$ cat src/rtl/dsa_ram.sv
// ----------------------------------------------------------------------------
// dsa_ram
// one write port, one registered read port, write data forwarded on collision
// ----------------------------------------------------------------------------
module dsa_ram #(
   parameter int DATA_W = 1,
   parameter int DEPTH  = 4,
   localparam int ADDR_W = $clog2(DEPTH)
) (
   input  logic              clock,
   input  logic              reset,
   input  logic              wr_en,
   input  logic [ADDR_W-1:0] wr_addr,
   input  logic [DATA_W-1:0] wr_data,
   input  logic [ADDR_W-1:0] rd_addr,
   output logic [DATA_W-1:0] rd_data
);

   logic [DATA_W-1:0] mem [DEPTH];
   logic [DATA_W-1:0] rd_data_ff;
   logic [DATA_W-1:0] fwd_data_ff;
   logic              fwd_ff;

   always_ff @(posedge clock) begin
      if (wr_en) begin
         mem[wr_addr] <= wr_data;
      end
      rd_data_ff  <= mem[rd_addr];
      fwd_data_ff <= wr_data;
   end

   always_ff @(posedge clock) begin
      if (reset) begin
         fwd_ff <= 1'b0;
      end else begin
         fwd_ff <= wr_en && (wr_addr == rd_addr);
      end
   end

   assign rd_data = fwd_ff ? fwd_data_ff : rd_data_ff;

endmodule

$ cat config.mk
export PLATFORM = sky130hd
export DESIGN_NAME = dsa_ram
export DESIGN_NICKNAME = d
export VERILOG_FILES = /design/src/rtl/dsa_ram.sv
export SDC_FILE = /design/constraint.sdc
export NUM_CORES = 1
export LEC_CHECK = 0
export BUFFER_PORTS_ARGS = -buffer_cell sky130_fd_sc_hd__buf_2
export CORE_AREA = 2 2 39 41
export DETAILED_ROUTE_END_ITERATION = 7
export DIE_AREA = 0 0 41 43
export GPL_TIMING_DRIVEN = 0
export PLACE_DENSITY = 0.38
export SYNTH_ARGS = -nofsm -noshare
export SYNTH_HDL_FRONTEND = slang
export SYNTH_SLANG_ARGS = --single-unit
$ cat constraint.sdc
create_clock -name clock -period 1.4 [get_ports clock]
set_clock_uncertainty 0.15 [all_clocks]
set_input_delay 0.07 -clock clock [delete_from_list [all_inputs] [get_ports clock]]
set_output_delay 0.07 -clock clock [all_outputs]
set_load 0.01 [all_outputs]
## Yosys cells after proc, flatten, opt, wreduce, memory -nomap -nowiden

Memories as Yosys holds them, arrays and structs flattened. A register that Yosys moved wholly into a read port is not among the register bits.
Index checks and enable logic that the tools add are counted.

| storage, ports and cells | value |
|---|---|
| memory bits (read-only) | 0 |
| output and inout bits | 1 |
| RAM bits | 4 |
| register bits | 2 |
| bits in latches | 0 |
| memories | 1 |
| input port bits | 8 |

| cells by class | value |
|---|---|
| equal/unequal tests | 1 |
| order comparisons | 0 |
| shifts and indexed selects | 0 |
| bitwise operators | 0 |
| $add $sub $neg | 0 |
| multipliers | 0 |
| reductions and logical operators | 1 |
| multiplexer cells | 3 |
| div/mod/pow operators | 0 |

Memories:

| memory | depth | width | read ports | clocked after memory_dff | write ports | RTL line | RTL |
|---|---|---|---|---|---|---|---|
| mem | 4 | 1 | 1 | 1 | 1 | 19 | `logic [DATA_W-1:0] mem [DEPTH];` |

Operator list:

| cell | count |
|---|---|
| $mux W1 | 3 |
| $eq A2 B2 Y1 | 1 |
| $logic_and A1 B1 Y1 | 1 |

## Depth between registers and ports, before layout

| depth | value |
|---|---|
| depth in word-level cells | 2 |
| depth in mapped cells | 2 |

## Least setup slack after synthesis

Ideal clock, no wire load.

| timing | value |
|---|---|
| path type | flip-flop to flip-flop |
| start point | mem mem[3] |
| end point | reg rd_data_ff, read port of mem |
| path buffers | 0 |
| setup slack | 0.341 ns |
| library setup time | 0.134 ns |
| arrival | 0.774 ns |
| period minus slack after synthesis | 1.059 ns |
| stages on the path, launching flop included | 2 |
| cells stage by stage | edfxtp_1 > mux4_2 |

RTL lines:

| what | RTL line | RTL |
|---|---|---|
| start: declaration | 19 |  |
| end: declaration | 20 | `logic [DATA_W-1:0] rd_data_ff;` |

No word-level cell between the ends.

## Worst setup path after layout

| timing | value |
|---|---|
| start point | reg fwd_ff |
| end point | out rd_data |

| on the way | value |
|---|---|
| cells in the longest elaborated chain, start to end | 1 |

RTL lines:

| what | RTL line | RTL |
|---|---|---|
| start: declaration | 22 | `logic fwd_ff;` |
| start signal: assignment | 36 | `fwd_ff <= wr_en && (wr_addr == rd_addr);` |
| $mux W1 | 40 | `assign rd_data = fwd_ff ? fwd_data_ff : rd_data_ff;` |
| end: declaration | 16 | `output logic [DATA_W-1:0] rd_data` |

Every way passes these cells.

==> results.json <==
{
  "status": "completed",
  "holdPathStages": 2,
  "grt_pass1_wl_um": 765,
  "synth-seq-cells": 7,
  "post-route-drc-count": 0,
  "yosysMostFrequentCell": "edfxtp_1",
  "gr-total-overflow": 0,
  "power.leakage_nw": 0.164,
  "routed.top_layer": "met3",
  "clk_path_buf_depth": 2,
  "ys_top_cells_by_count": "edfxtp_1, dfxtp_1, xor2_1",
  "wl_met1_um": 246,
  "grt_max_degree": 6,
  "clkTransAtPathRegs_ps": 50,
  "synth_fa_ha_area_share_pct": 0,
  "finalHoldViolations": 0,
  "synth_top_family_by_area": "simple AND/OR/NAND/NOR gates",
  "crit_path_end_kind": "output port",
  "ys_seq_area_share_pct": 65.2,
  "power_per_cell_area_nw_per_um2": 1140,
  "synthTopCellsByArea": "edfxtp_1, dfxtp_1, mux4_2",
  "cap_violations": 0,
  "ff2ff_setup_slack_ps": 290,
  "cts_resized": 0,
  "synth_flop_cell": "edfxtp_1",
  "cts-root-buf": "clkbuf_4",
  "synthCells": 17,
  "drt_iter0_drc": 6,
  "vdd_drop_max_uv": 291,
  "cts_sinks": 7,
  "cts_tree": "yes",
  "yosys-mux-area-fraction_pct": 12.2,
  "met3_length_um": 19,
  "critical_path.endpoint": "rd_data",
  "wire_per_inst_um": 10.3,
  "mappedNetlistNets": 25,
  "num_io_pins": 9,
  "async_flop_share_pct": 0,
  "fin_crit_sh_pct": 87.4,
  "row_count": 14,
  "final-seq-area_sq_um": 180,
  "synth_simple_gate_area_share_pct": 16.3,
  "core_sq_um": 1380,
  "finalSetupTns_ps": 0,
  "start_util_pct": 20.0,
  "wl_met2_um": 237,
  "ff2ff_path_depth": 1,
  "die_area_sq_um": 1760,
  "required_ps": 1180,
  "port_buffers": 8,
  "fp.dieH_um": 43,
  "netlist_area_sq_um": 277,
  "synthXorXnorAreaFrac_pct": 6.33,
  "area_delta_synth_final_pct": 45.7,
  "dr.pass1.iters": 2,
  "n_antenna_cell": 0,
  "fin_nets": 42,
  "avgSynthCellArea_sq_um": 16.3,
  "maxSlewHeadroom_pct": 83.9,
  "finalSetupViolCount": 0,
  "place.gp.congestion": 0.607,
  "yosysTopAreaCell": "edfxtp_1",
  "grt_usage_pct": 7.39,
  "maxSlewViolCount": 0,
  "hold_class": "in -> reg",
  "max_clock_freq_mhz": 817,
  "dpl.cell_count": 41,
  "multi_input_area_sq_um": 96.3,
  "synth_compound_area_share_pct": 0,
  "synth_edf_count": 4,
  "routed_wl_um": 503,
  "via_per_inst": 3.69,
  "critical_path_class": "reg -> out",
  "clock_latency_ps": 250,
  "cts_buffers": 3,
  "r2r_start": "mem[3]",
  "htreeDepth": 1,
  "reg2reg_to": "rd_data_ff",
  "ant_nets": 0,
  "crit_start": "fwd_ff",
  "antenna_found_initial": 0,
  "synth_top_cell_area_share_pct": 43.4,
  "post-route-min-period_ps": 1220,
  "startpoint_type": "register",
  "rsz0062_at_grt": "false",
  "instances_no_fill": 49,
  "yosys_warnings": 0,
  "critPathMaxFanout": 1,
  "drive_gt1_share_pct": 42.4,
  "die_w_um": 41,
  "yosysUniqueCellTypes": 11,
  "nFillCells": 145,
  "tightestPinTransition_ps": 242,
  "first_global_vias": 180,
  "vias": 181,
  "crit_arrival_ps": 1000
}
-- sequential cells by signal, summed over array words and instances, names as in the netlist --
register	cells
mem	4
fwd_data_ff	1
fwd_ff	1
rd_data_ff	1
-- report_power, final --
group / internal (W) / switching [W] / leakage, nW
Clock: 0.000108 / 0.0000665 / 0.0150
Sequential: 0.000230 / 0.00000326 / 0.0618
Combinational: 0.0000298 / 0.0000207 / 0.0872
Total: 0.000368 / 0.0000904 / 0.164
-- layout make-up --
type,count,area share (%)
Multi-Input combinational cell,10,23.9
Clock buffer,4,6.52
Sequential cell,7,44.7
Timing Repair Buffer,12,19.9
Tap cell,16,4.97
-- routing by layer --
metal / track usage [%] / vias up
li1: - / 95
met1: 8.25 / 80
met4: 10.0 / 0
met3: 1.57 / 0
met5: 0 / -
met2: 9.38 / 6
-- how the worst min path moves through the flow --
stage | startpoint | end | slack [ps]
6_report | wr_addr[0] | mem[2] | 20
5_1_grt | wr_addr[0] | mem[2] | 30
4_1_cts | wr_addr[0] | mem[2] | 20
3_5_place_dp | wr_data | fwd_data_ff | 80
3_3_place_gp | wr_data | fwd_data_ff | 80
2_1_floorplan | wr_data | fwd_data_ff | -50
-- critical path: stages, from the launching register on --
cell     delay (ps)
dfxtp_1         310
mux2_2          310
buf_2           140
-- per-stage QoR --
step / area, sq um / power, W / utilization, % / setup slack (ps) / hold slack (ps)
2_1_floorplan: 277 / 0.000256 / - / 341 / -52.3
3_3_place_gp: 337 / 0.000278 / 24.3 / 303 / 79.7
3_5_place_dp: 337 / 0.000279 / 24.3 / 290 / 84.3
4_1_cts: 403 / 0.000467 / 29.1 / 162 / 15.2
5_1_grt: 403 / 0.000482 / 29.1 / 140 / 33.5
6_report: 403 / 0.000458 / 29.1 / 176 / 22.8
-- cell usage in the layout (no fill, tap or decap), drive strengths merged --
| master | count |
|---|---|
| buf | 8 |
| nor3b | 1 |
| and3 | 1 |
| edfxtp | 4 |
| nand2 | 1 |
| clkbuf | 4 |
| and3b | 1 |
| nor4b | 1 |
| nor2 | 1 |
| dfxtp | 3 |
| mux2 | 1 |
| dlygate4sd3 | 4 |
| mux4 | 1 |
| xor2 | 2 |
-- timing repair --
| item | CTS | global route |
|---|---|---|
| hold buffers | 4 | 0 |
| endpoints found under the setup margin | 0 | 0 |
| hold endpoints to repair | 7 | 0 |
| buffers inserted | 0 | 0 |
-- kinds of logic after synthesis --
family,Yosys count
xor gates and xnor gates,2
DFF,7
muxes,2
and+or+nand+nor,6
Power figures use the tool's default switching activity.
